## config.mk

```make
export PLATFORM = sky130hd
export DESIGN_NAME = spanning_tree_edge_selector
export DESIGN_NICKNAME = d
export VERILOG_FILES = /design/src/hdl/stes_pkg.sv /design/src/hdl/spanning_tree_edge_selector.sv /design/src/hdl/stes_cell.sv
export SDC_FILE = /design/constraint.sdc
export NUM_CORES = 2
export LEC_CHECK = 0
export BUFFER_PORTS_ARGS = -buffer_cell sky130_fd_sc_hd__buf_2
export CORE_MARGIN = 2
export CORE_UTILIZATION = 58
export CTS_BUF_LIST = sky130_fd_sc_hd__clkbuf_8
export DETAILED_ROUTE_END_ITERATION = 8
export PLACE_DENSITY = 0.74
export SYNTH_ARGS = -nofsm -noshare
export SYNTH_HDL_FRONTEND = slang
export SYNTH_SLANG_ARGS = --single-unit
```

## constraint.sdc

```tcl
create_clock -name clock -period 6 [get_ports clock]
set_clock_uncertainty 0.1 [all_clocks]
set_input_delay 0.6 -clock clock [delete_from_list [all_inputs] [get_ports clock]]
set_output_delay 0.6 -clock clock [all_outputs]
set_load 0.02 [all_outputs]
```

## src/hdl/stes_pkg.sv

```systemverilog
// Shared types and constants of the spanning tree edge selector.
// Used by stes_cell and spanning_tree_edge_selector; depends on nothing.
package stes_pkg;

   localparam int MAX_VERTICES = 64;
   localparam int LABEL_W      = $clog2(MAX_VERTICES);
   localparam int COUNT_W      = LABEL_W + 1;
   localparam int VERTEX_W     = 6;
   localparam int WEIGHT_W     = 16;
   localparam int COST_W       = 22;
   localparam int EDGES_W      = 6;

   localparam logic [COUNT_W-1:0] VERTEX_COUNT_RESET = COUNT_W'(64);
   localparam logic [COUNT_W-1:0] VERTEX_COUNT_MIN   = COUNT_W'(2);
   localparam logic [COUNT_W-1:0] VERTEX_COUNT_MAX   = COUNT_W'(MAX_VERTICES);
   localparam logic [COST_W-1:0]  COST_MAX           = {COST_W{1'b1}};

   typedef logic [LABEL_W-1:0] label_type;

   typedef struct packed {
      logic [VERTEX_W-1:0] edge_from;
      logic [VERTEX_W-1:0] edge_to;
      logic [WEIGHT_W-1:0] edge_weight;
      logic                last_edge;
   } req_type;

   typedef struct packed {
      logic                accepted;
      logic [COST_W-1:0]   tree_cost;
      logic [EDGES_W-1:0]  tree_edges;
      logic                tree_done;
   } rsp_type;

   // Lookup token that walks the cell row.
   typedef struct packed {
      logic                valid;
      logic [VERTEX_W-1:0] from_vertex;
      logic [VERTEX_W-1:0] to_vertex;
      label_type           from_label;
      label_type           to_label;
   } token_type;

   // Command broadcast to every cell.
   typedef struct packed {
      logic                merge;
      logic                clear;
      label_type           old_label;
      label_type           new_label;
      logic [COUNT_W-1:0]  limit;
   } merge_type;

endpackage

```

## src/hdl/spanning_tree_edge_selector.sv

```systemverilog
// Top level of the spanning tree edge selector: controller, cost and count, cell row.
// Depends on stes_pkg and stes_cell.
//
// Takes edges in nondecreasing weight order and keeps each edge with both ends below the
// vertex count that joins two different components before the tree is full (Kruskal).
// For each edge a lookup token walks the row of vertex cells, one cell per cycle, to
// collect the component labels of both end vertices, then the merge step merges the two
// components in every cell at once and loads the result register. The next edge is
// taken in the cycle after that, so no new edge is taken before the previous one is done.
// A new edge is taken while a finished result still waits on the rsp channel; only its
// merge cycle waits for the rsp register to free up. The last edge of a graph resets all
// labels, the cost and the count in the same cycle as its result is formed. csr_data sets
// the vertex count; the user must write it only between transactions (not enforced).
module spanning_tree_edge_selector (
   input  logic                            clock,
   input  logic                            reset,
   input  logic                            req_valid,
   output logic                            req_ready,
   input  stes_pkg::req_type               req_data,
   output logic                            rsp_valid,
   input  logic                            rsp_ready,
   output stes_pkg::rsp_type               rsp_data,
   input  logic                            csr_valid,
   output logic                            csr_ready,
   input  logic [stes_pkg::COUNT_W-1:0]    csr_data
);

   localparam logic [1:0] S_IDLE   = 2'd0;
   localparam logic [1:0] S_WALK   = 2'd1;
   localparam logic [1:0] S_DECIDE = 2'd2;

   logic [1:0]                       state_ff, state_in;
   logic [stes_pkg::COUNT_W-1:0]     vertex_count_ff;
   stes_pkg::req_type                edge_ff;
   stes_pkg::label_type              from_label_ff, to_label_ff;
   logic [stes_pkg::EDGES_W-1:0]     kept_ff, kept_in;
   logic [stes_pkg::COST_W-1:0]      cost_ff, cost_in;
   logic                             rsp_valid_ff, rsp_valid_in;
   stes_pkg::rsp_type                rsp_ff, rsp_in;

   stes_pkg::token_type              chain [stes_pkg::MAX_VERTICES+1];
   stes_pkg::merge_type              command;

   logic [stes_pkg::COUNT_W-1:0]     active_n;
   logic                             in_range, eligible, finish;
   logic [stes_pkg::COST_W:0]        cost_sum;

   assign req_ready = (state_ff == S_IDLE) && !reset;
   assign csr_ready = !reset;
   assign rsp_valid = rsp_valid_ff;
   assign rsp_data  = rsp_ff;

   always_comb begin
      if (vertex_count_ff < stes_pkg::VERTEX_COUNT_MIN) begin
         active_n = stes_pkg::VERTEX_COUNT_MIN;
      end else if (vertex_count_ff > stes_pkg::VERTEX_COUNT_MAX) begin
         active_n = stes_pkg::VERTEX_COUNT_MAX;
      end else begin
         active_n = vertex_count_ff;
      end
   end

   assign in_range = ({1'b0, kept_ff} < (active_n - 1'b1))
                     && ({1'b0, edge_ff.edge_from} < active_n)
                     && ({1'b0, edge_ff.edge_to} < active_n);
   assign eligible = in_range && (from_label_ff != to_label_ff);
   assign finish   = (state_ff == S_DECIDE) && (!rsp_valid_ff || rsp_ready);
   assign cost_sum = {1'b0, cost_ff} + (stes_pkg::COST_W + 1)'(edge_ff.edge_weight);

   always_comb begin
      chain[0].valid       = req_valid && req_ready;
      chain[0].from_vertex = req_data.edge_from;
      chain[0].to_vertex   = req_data.edge_to;
      chain[0].from_label  = '0;
      chain[0].to_label    = '0;
   end

   always_comb begin
      command.merge     = finish && eligible;
      command.clear     = finish && edge_ff.last_edge;
      command.old_label = to_label_ff;
      command.new_label = from_label_ff;
      command.limit     = active_n;
   end

   genvar i;
   generate
      for (i = 0; i < stes_pkg::MAX_VERTICES; i++) begin : g_cell
         stes_cell u_cell (
            .clock      (clock),
            .reset      (reset),
            .cell_index (stes_pkg::label_type'(i)),
            .token_in   (chain[i]),
            .command    (command),
            .token_out  (chain[i+1])
         );
      end
   endgenerate

   always_comb begin
      state_in     = state_ff;
      kept_in      = kept_ff;
      cost_in      = cost_ff;
      rsp_valid_in = rsp_valid_ff;
      rsp_in       = rsp_ff;
      if (rsp_valid_ff && rsp_ready) begin
         rsp_valid_in = 1'b0;
      end
      unique case (state_ff)
         S_IDLE: begin
            if (req_valid) begin
               state_in = S_WALK;
            end
         end
         S_WALK: begin
            if (chain[stes_pkg::MAX_VERTICES].valid) begin
               state_in = S_DECIDE;
            end
         end
         S_DECIDE: begin
            if (finish) begin
               if (eligible) begin
                  kept_in = kept_ff + 1'b1;
                  cost_in = cost_sum[stes_pkg::COST_W] ? stes_pkg::COST_MAX
                                                      : cost_sum[stes_pkg::COST_W-1:0];
               end
               rsp_in.accepted   = eligible;
               rsp_in.tree_cost  = cost_in;
               rsp_in.tree_edges = kept_in;
               rsp_in.tree_done  = ({1'b0, kept_in} >= (active_n - 1'b1));
               rsp_valid_in      = 1'b1;
               if (edge_ff.last_edge) begin
                  kept_in = '0;
                  cost_in = '0;
               end
               state_in = S_IDLE;
            end
         end
         default: begin
            state_in = S_IDLE;
         end
      endcase
   end

   always_ff @(posedge clock) begin
      if (reset) begin
         state_ff        <= S_IDLE;
         vertex_count_ff <= stes_pkg::VERTEX_COUNT_RESET;
         kept_ff         <= '0;
         cost_ff         <= '0;
         rsp_valid_ff    <= 1'b0;
      end else begin
         state_ff     <= state_in;
         kept_ff      <= kept_in;
         cost_ff      <= cost_in;
         rsp_valid_ff <= rsp_valid_in;
         if (csr_valid && csr_ready) begin
            vertex_count_ff <= csr_data;
         end
      end
      rsp_ff <= rsp_in;
      if (req_valid && req_ready) begin
         edge_ff <= req_data;
      end
      if (chain[stes_pkg::MAX_VERTICES].valid) begin
         from_label_ff <= chain[stes_pkg::MAX_VERTICES].from_label;
         to_label_ff   <= chain[stes_pkg::MAX_VERTICES].to_label;
      end
   end

endmodule

```

## src/hdl/stes_cell.sv

```systemverilog
// One vertex cell: holds the component label of its vertex and passes the lookup token on.
// Depends on stes_pkg.
module stes_cell (
   input  logic                  clock,
   input  logic                  reset,
   input  stes_pkg::label_type   cell_index,
   input  stes_pkg::token_type   token_in,
   input  stes_pkg::merge_type   command,
   output stes_pkg::token_type   token_out
);

   stes_pkg::label_type label_ff, label_in;
   stes_pkg::token_type token_ff, token_in_next;

   always_comb begin
      label_in = label_ff;
      if (command.clear) begin
         label_in = cell_index;
      end else if (command.merge && ({1'b0, cell_index} < command.limit)
                   && (label_ff == command.old_label)) begin
         label_in = command.new_label;
      end
   end

   always_comb begin
      token_in_next = token_in;
      if (stes_pkg::label_type'(token_in.from_vertex) == cell_index) begin
         token_in_next.from_label = label_ff;
      end
      if (stes_pkg::label_type'(token_in.to_vertex) == cell_index) begin
         token_in_next.to_label = label_ff;
      end
   end

   always_ff @(posedge clock) begin
      if (reset) begin
         label_ff       <= cell_index;
         token_ff.valid <= 1'b0;
      end else begin
         label_ff       <= label_in;
         token_ff.valid <= token_in_next.valid;
      end
      token_ff.from_vertex <= token_in_next.from_vertex;
      token_ff.to_vertex   <= token_in_next.to_vertex;
      token_ff.from_label  <= token_in_next.from_label;
      token_ff.to_label    <= token_in_next.to_label;
   end

   assign token_out = token_ff;

endmodule
```

Word level (Yosys, flattened, before mapping)

Index checks and enable logic that the tools add are counted.

Register bits: 2081
Bits in latches: 0
Memory bits (writable): 0
Bits in read-only memories: 0
Input port bits: 41
Output and inout port bits: 33
Word-level logic and storage cells: 955
Memories: 0

Add/subtract/negate cells: 3
$mul: 0
Divide/modulo/power cells: 0
$lt $le $gt $ge: 70
Eq/ne operators: 196
Shifts and indexed selects: 0
Multiplexer cells: 142
Bitwise gates (word level): 0
Reductions and logical operators: 147

Operator list:

| kind                | count |
|---|---|
| $mux 6              | 130 |
| $eq 6x6->1          | 64 |
| $eq 6x6->1 const B  | 64 |
| $lt 6x7->1 const A  | 32 |
| $eq 6x5->1 const B  | 32 |
| $logic_and 1x1->1   | 138 |
| $lt 5x7->1 const A  | 16 |
| $eq 6x4->1 const B  | 16 |
| $mux 22             | 3 |
| $lt 4x7->1 const A  | 8 |
| $eq 6x3->1 const B  | 8 |
| $lt 3x7->1 const A  | 4 |
| $eq 6x2->1 const B  | 4 |
| $add 22x16->23      | 1 |
| $lt 6x7->1          | 3 |
| $lt 1x7->1 const A  | 2 |
| $lt 2x7->1 const A  | 2 |
| $mux 7              | 2 |
| $eq 6x1->1 const B  | 2 |
| $logic_not 6->1     | 2 |
| $ge 6x7->1          | 1 |
| $gt 7x7->1 const B  | 1 |
| $lt 7x2->1 const B  | 1 |
| $sub 7x1->7 const B | 1 |
| 15 further kinds    | 21 |

Depth between registers and ports, before layout

Word-level depth: 12
Depth in mapped cells: 26
Mapped depth without buffers: 24

By module

A second synthesis with hierarchy kept.

Cells, all modules: 6587
Area, all modules: 85497.0 sq um

Modules (own cells, without submodules):

| module                      | times used | cells an instance | area each (sq um) |
|---|---|---|---|
| stes_cell                   | 64         | 95                | 1248.7 |
| spanning_tree_edge_selector | 1          | 507               | 5580.4 |

Least setup slack after synthesis

No wires, ideal clock.

Path type: register to register
Start point: reg vertex_count_ff[3] (netlist bit)
End point: reg rsp_ff, in the netlist rsp_data[0], data pin
Library setup time: 0.265 ns
Arrival time: 4.814 ns
Data required time: 5.635 ns
Path slack: 0.821 ns
Stages on the path, launching flop included: 24
Buffers on the path: 2
Period minus slack after synthesis: 5.179 ns
Cells stage by stage: dfxtp_1 > buf_2 > or4_1 > a21oi_4 > inv_4 > ha_1 > xnor2_1 > ha_1 > or3_1 > o211ai_1 > and4_4 > o21ai_2 > inv_2 > buf_2 > xnor2_1 > ha_1 > nand2b_1 > a21o_1 > a21o_1 > o21a_1 > o2111ai_1 > o2111ai_1 > o31ai_1 > a21boi_0

Longest elaborated chain between the ends: 12
Elaborated cells between the ends (all ways): 15

RTL lines:

| what                     | RTL line                                                              | source |
|---|---|---|
| start: declaration       | spanning_tree_edge_selector.sv:33                                     | `logic [stes_pkg::COUNT_W-1:0] vertex_count_ff;` |
| start signal: assignment | spanning_tree_edge_selector.sv:148                                    | `vertex_count_ff <= stes_pkg::VERTEX_COUNT_RESET;` |
| start signal: assignment | spanning_tree_edge_selector.sv:158                                    | `vertex_count_ff <= csr_data;` |
| $gt 7x7->1               | spanning_tree_edge_selector.sv:56                                     | `end else if (vertex_count_ff > stes_pkg::VERTEX_COUNT_MAX) begin` |
| $mux 7                   | spanning_tree_edge_selector.sv:56                                     |  |
| $mux 7 *                 | spanning_tree_edge_selector.sv:54                                     | `if (vertex_count_ff < stes_pkg::VERTEX_COUNT_MIN) begin` |
| $sub 7x1->7              | spanning_tree_edge_selector.sv:63, spanning_tree_edge_selector.sv:130 |  |
| $lt 6x7->1               | spanning_tree_edge_selector.sv:63                                     | `assign in_range = ({1'b0, kept_ff} < (active_n - 1'b1))` |
| $logic_and 1x1->1        | spanning_tree_edge_selector.sv:64                                     | `&& ({1'b0, edge_ff.edge_from} < active_n)` |
| $logic_and 1x1->1        | spanning_tree_edge_selector.sv:65                                     | `&& ({1'b0, edge_ff.edge_to} < active_n);` |
| $logic_and 1x1->1        | spanning_tree_edge_selector.sv:66                                     | `assign eligible = in_range && (from_label_ff != to_label_ff);` |
| $mux 6                   | spanning_tree_edge_selector.sv:122                                    | `if (eligible) begin` |
| $mux 6                   | spanning_tree_edge_selector.sv:121                                    | `if (finish) begin` |
| $mux 6                   | spanning_tree_edge_selector.sv:109                                    | `unique case (state_ff)` |
| $ge 6x7->1 *             | spanning_tree_edge_selector.sv:130                                    | `rsp_in.tree_done = ({1'b0, kept_in} >= (active_n - 1'b1));` |
| end signal: assignment   | spanning_tree_edge_selector.sv:161                                    | `rsp_ff <= rsp_in;` |
| end: declaration         | spanning_tree_edge_selector.sv:39                                     | `stes_pkg::rsp_type rsp_ff, rsp_in;` |

Every way passes the cells marked *; elsewhere a longest branch is shown, timed or not. The select of a mux whose other input is x is not followed.
A chain may end at the register's enable or synchronous reset.

Worst setup path after layout

Start point: reg vertex_count_ff[2] (netlist bit)
End point: reg rsp_ff, in the netlist rsp_data[0], data pin

The elaborated chain is that of the path after synthesis.

==> flow_summary_export.csv <==
group,metric,value,unit
detailed_routing,detail_route.wl_per_cell,21.0,um
pwr,fin_total_pwr,26.9,mW
clock_tree,cts_setup_buffers,0,
logic_synthesis,synth_edf_count,71,
clock_tree,root_buffer,"clkbuf_8",
worst_setup_path,worst_path_largest_cell_delay,600,ps
detailed_routing,drc,0,
clock_tree,cts.sinks,2081,
logic_synthesis,synthArstFlopShare,0,
worst_setup_path,worstPathArrival,5920,ps
worst_setup_path,cpMaxStageDelayCell,"or4_1",
worst_setup_path,worst-setup-path-type,"register to register",
die,start_util,0.583,
logic_synthesis,synth_nets,5288,
detailed_routing,ant_nets,0,
finish,multiInputGateArea,24200,um^2
clock_tree,cts_tree,"yes",
worst_setup_path,cp_max_fo,25,
global_route,grt_start_max_net_pins,81,
placed_design,hpwl,94900,um
die,die-area,119000,um^2
timing,finalSetupViolCount,0,
logic_synthesis,netlist_instances,5210,
finish,layout-drive-gt1-share,0.248,
worst_hold_path,hold_path.class,"input pin to register",
global_route,grt_pass1_wl,237000,um
logic_synthesis,synth_seq_cells,2081,
global_route,overflow,0,
finish,area_growth,13.2,%
clock_tree,cts_buffer_depth,4,
timing,period_needed,5290,ps
timing,finalWorstSetupSlack,706,ps
worst_setup_path,startpoint,"vertex_count_ff[2]$_SDFFE_PP0P_",
finish,fillers,8600,
flow_run,maxCapViolations,0,
detailed_routing,finalWirelength,153000,um
timing,setup_tns,0,ps
worst_setup_path,cp.required,6630,ps
worst_setup_path,r2r_start,"vertex_count_ff[2]$_SDFFE_PP0P_",
timing,relSlewSlack,0.155,
die,num_io_pins,74,
placed_design,place_ws,677,ps
pwr,peakVddDrop,0.000322,V
logic_synthesis,syn_avg_cell_area,12.9,um^2
die,die_h,345,um
clock_tree,htreeDepth,5,
pwr,leakage,31.3,nW
finish,seq_area,42400,um^2
timing,timing.final.crit_share,0.882,
clock_tree,clock_latency,990,ps
die,die_w,345,um
logic_synthesis,ys_warn_count,0,
detailed_routing,drt_pass1_iterations,7,
timing,worst_pin_slew,1260,ps
timing,hold_violations,0,
worst_setup_path,start_kind,"register",
clock_tree,cts.reportedPaths.clkPinSlew,60,ps
finish,layout.nets,5595,
worst_setup_path,crit_top_cell,"ha_1",
placed_design,place.gp.congestion,0.854,
worst_setup_path,path_cells,"or4_1, a21oi_4, inv_4, ha_1, xnor2_1, ha_1, or3_1, o211ai_1, and4_4, o21ai_2, inv_2, buf_4, nand2_1, xnor2_1, ha_1, a21o_1, o21a_1, o2111ai_1, o2111ai_1, o31ai_1, a21boi_0",
timing,slew_violations,0,
detailed_routing,drt-initial-drc-count,2276,
die,fp-row-count,125,
global_route,antenna_found_initial,4,
worst_setup_path,endpoint_kind,"register",
worst_hold_path,min_from,"reset",
pwr,power_density,353,nW/um^2
global_route,track_usage,0.258,
die,coreArea,116000,um^2
logic_synthesis,yosysUniqueCellTypes,83,
logic_synthesis,synth_area,67400,um^2
placed_design,port_buffers,73,
logic_synthesis,ys_seq_area_frac,0.628,
timing,rsz0062_at_grt,"false",
detailed_routing,num_vias,39200,
timing,fmax,189,MHz
clock_tree,numCtsBuffers,328,
detailed_routing,viasPerCell,5.40,
logic_synthesis,synth-main-ff-cell,"dfxtp_1",
global_route,grt_pass1_vias,41000,
outcome,status,"completed",
-- path summary, 6_finish.rpt --
| check | slack (ps) | end | cells past startpoint |
|---|---|---|---|
| min | 70 | g_cell[43].u_cell.token_out[24]$_SDFF_PP0_ | 3 |
| max reg2reg | 710 | rsp_data[0]$_DFFE_PP_ | 21 |
| max | 710 | rsp_data[0]$_DFFE_PP_ | 21 |
| min reg2reg | 210 | g_cell[39].u_cell.token_out[14]$_DFF_P_ | 0 |
-- Yosys cell counts, drive strengths merged (3+ instances only) --
| cell | instances | area, um^2 |
|---|---|---|
| dfxtp | 2010 | 40200 |
| mux2 | 760 | 8560 |
| mux2i | 361 | 3610 |
| nand2 | 284 | 1070 |
| nor2 | 249 | 940 |
| xor2 | 213 | 1870 |
| xnor2 | 196 | 1720 |
| clkbuf | 113 | 424 |
| buf | 83 | 419 |
| o21ai | 79 | 403 |
| nand3 | 74 | 400 |
| edfxtp | 71 | 2130 |
| nor4 | 71 | 534 |
| nor2b | 69 | 432 |
| nand4 | 58 | 375 |
| nor3 | 51 | 519 |
| nand3b | 50 | 375 |
| a21oi | 48 | 263 |
| nor4b | 46 | 418 |
| ha | 36 | 450 |
| nand4b | 28 | 245 |
| or3 | 28 | 175 |
| nor3b | 27 | 203 |
| nor4bb | 24 | 240 |
| inv | 23 | 88.8 |
| and2 | 17 | 106 |
| o2111ai | 17 | 161 |
| a21o | 13 | 97.6 |
| a31oi | 13 | 81.3 |
| or4 | 12 | 90.1 |
| o211ai | 10 | 88.8 |
| and3 | 9 | 56.3 |
| nand2b | 9 | 56.3 |
| o22a | 6 | 52.6 |
| a2111oi | 5 | 93.8 |
| a31o | 5 | 43.8 |
| o21a | 5 | 37.5 |
| a211oi | 4 | 60.1 |
| a21boi | 3 | 22.5 |
| a311oi | 3 | 43.8 |
| or2 | 3 | 18.8 |
-- cell families after synthesis --
kind of cell | after synthesis | synth area share
AO/OA/AOI/OAI | 232 | 0.0243
XOR/XNOR | 409 | 0.0531
adder cells (fa/ha/maj) | 37 | 0.00698
buffers and inverters | 219 | 0.0138
flip-flops | 2081 | 0.628
multiplexers | 1121 | 0.180
AND/OR/NAND/NOR | 1111 | 0.0930
-- layout make-up --
type / count / area share
sequential: 2081 / 0.555
multi-input combinational: 2910 / 0.317
clock buffer: 414 / 0.0746
tap: 1524 / 0.0250
timing repair buffer: 173 / 0.0178
clock inverter: 133 / 0.00980
inverter: 23 / 0.00116
antenna: 5 / 0.000164
-- flip-flops by register name (all words and copies together), names as in the netlist, 6 cells and up --
signal                   cells
cost_ff                     22
kept_ff                      6
edge_ff                     29
from_label_ff                6
vertex_count_ff              7
rsp_data                    30
g_cell.u_cell.label_ff     384
g_cell.u_cell.token_out   1588
to_label_ff                  6
-- layer usage --
metal  up-vias  global-route usage  part of all wire
met4         4               0.110             0.036
met5         -                   0           0.00020
met1     19200               0.341              0.45
met2      1006               0.414              0.46
met3       367              0.0511             0.052
li1      18700                   -                 -
-- report_power, final --
group	switching [mW]	internal, mW
logic	0.307	0.345
registers	0.214	14.4
clock network	5.16	6.46
-- timing repair --
item,CTS,global route
hold buffers,46,0
gates resized for setup,0,0
endpoints found under the hold margin,64,0
-- critical path: cells and delay by family, from the launching register on --
family | cells | cell delay [ps]
and+or+nand+nor | 4 | 1350
DFF | 1 | 320
buffers and inverters | 3 | 610
AOI/OAI and AO/OA | 9 | 1460
adders and majority gates | 3 | 800
xor gates and xnor gates | 2 | 400
-- cell usage in the layout, fill, tap and decap left out, types with 23 or more instances in the layout --
master	count
a21oi_1	44
buf_2	73
buf_4	44
clkbuf_8	414
clkinv_2	27
dfxtp_1	2010
dlygate4sd3_1	46
edfxtp_1	71
ha_1	36
inv_1	111
mux2_2	760
mux2i_1	361
nand2_1	282
nand3_1	68
nand3b_1	50
nand4_1	56
nand4b_1	28
nor2_1	245
nor2b_1	69
nor3_1	26
nor3_4	23
nor3b_1	27
nor4_1	65
nor4b_1	45
nor4bb_1	24
o21ai_0	75
or3_1	28
xnor2_1	196
xor2_1	213
-- per-stage QoR --
stage	hold slack (ps)	cells	area [um^2]	util
after floorplan	222	5210	67400	-
after global placement	225	6665	69400	0.600
after detailed placement	227	6665	69400	0.600
after CTS	0.214	7258	76300	0.660
after global routing	59.0	7259	76300	0.660
final	73.3	7263	76400	0.660
Power figures use the tool's default switching activity.
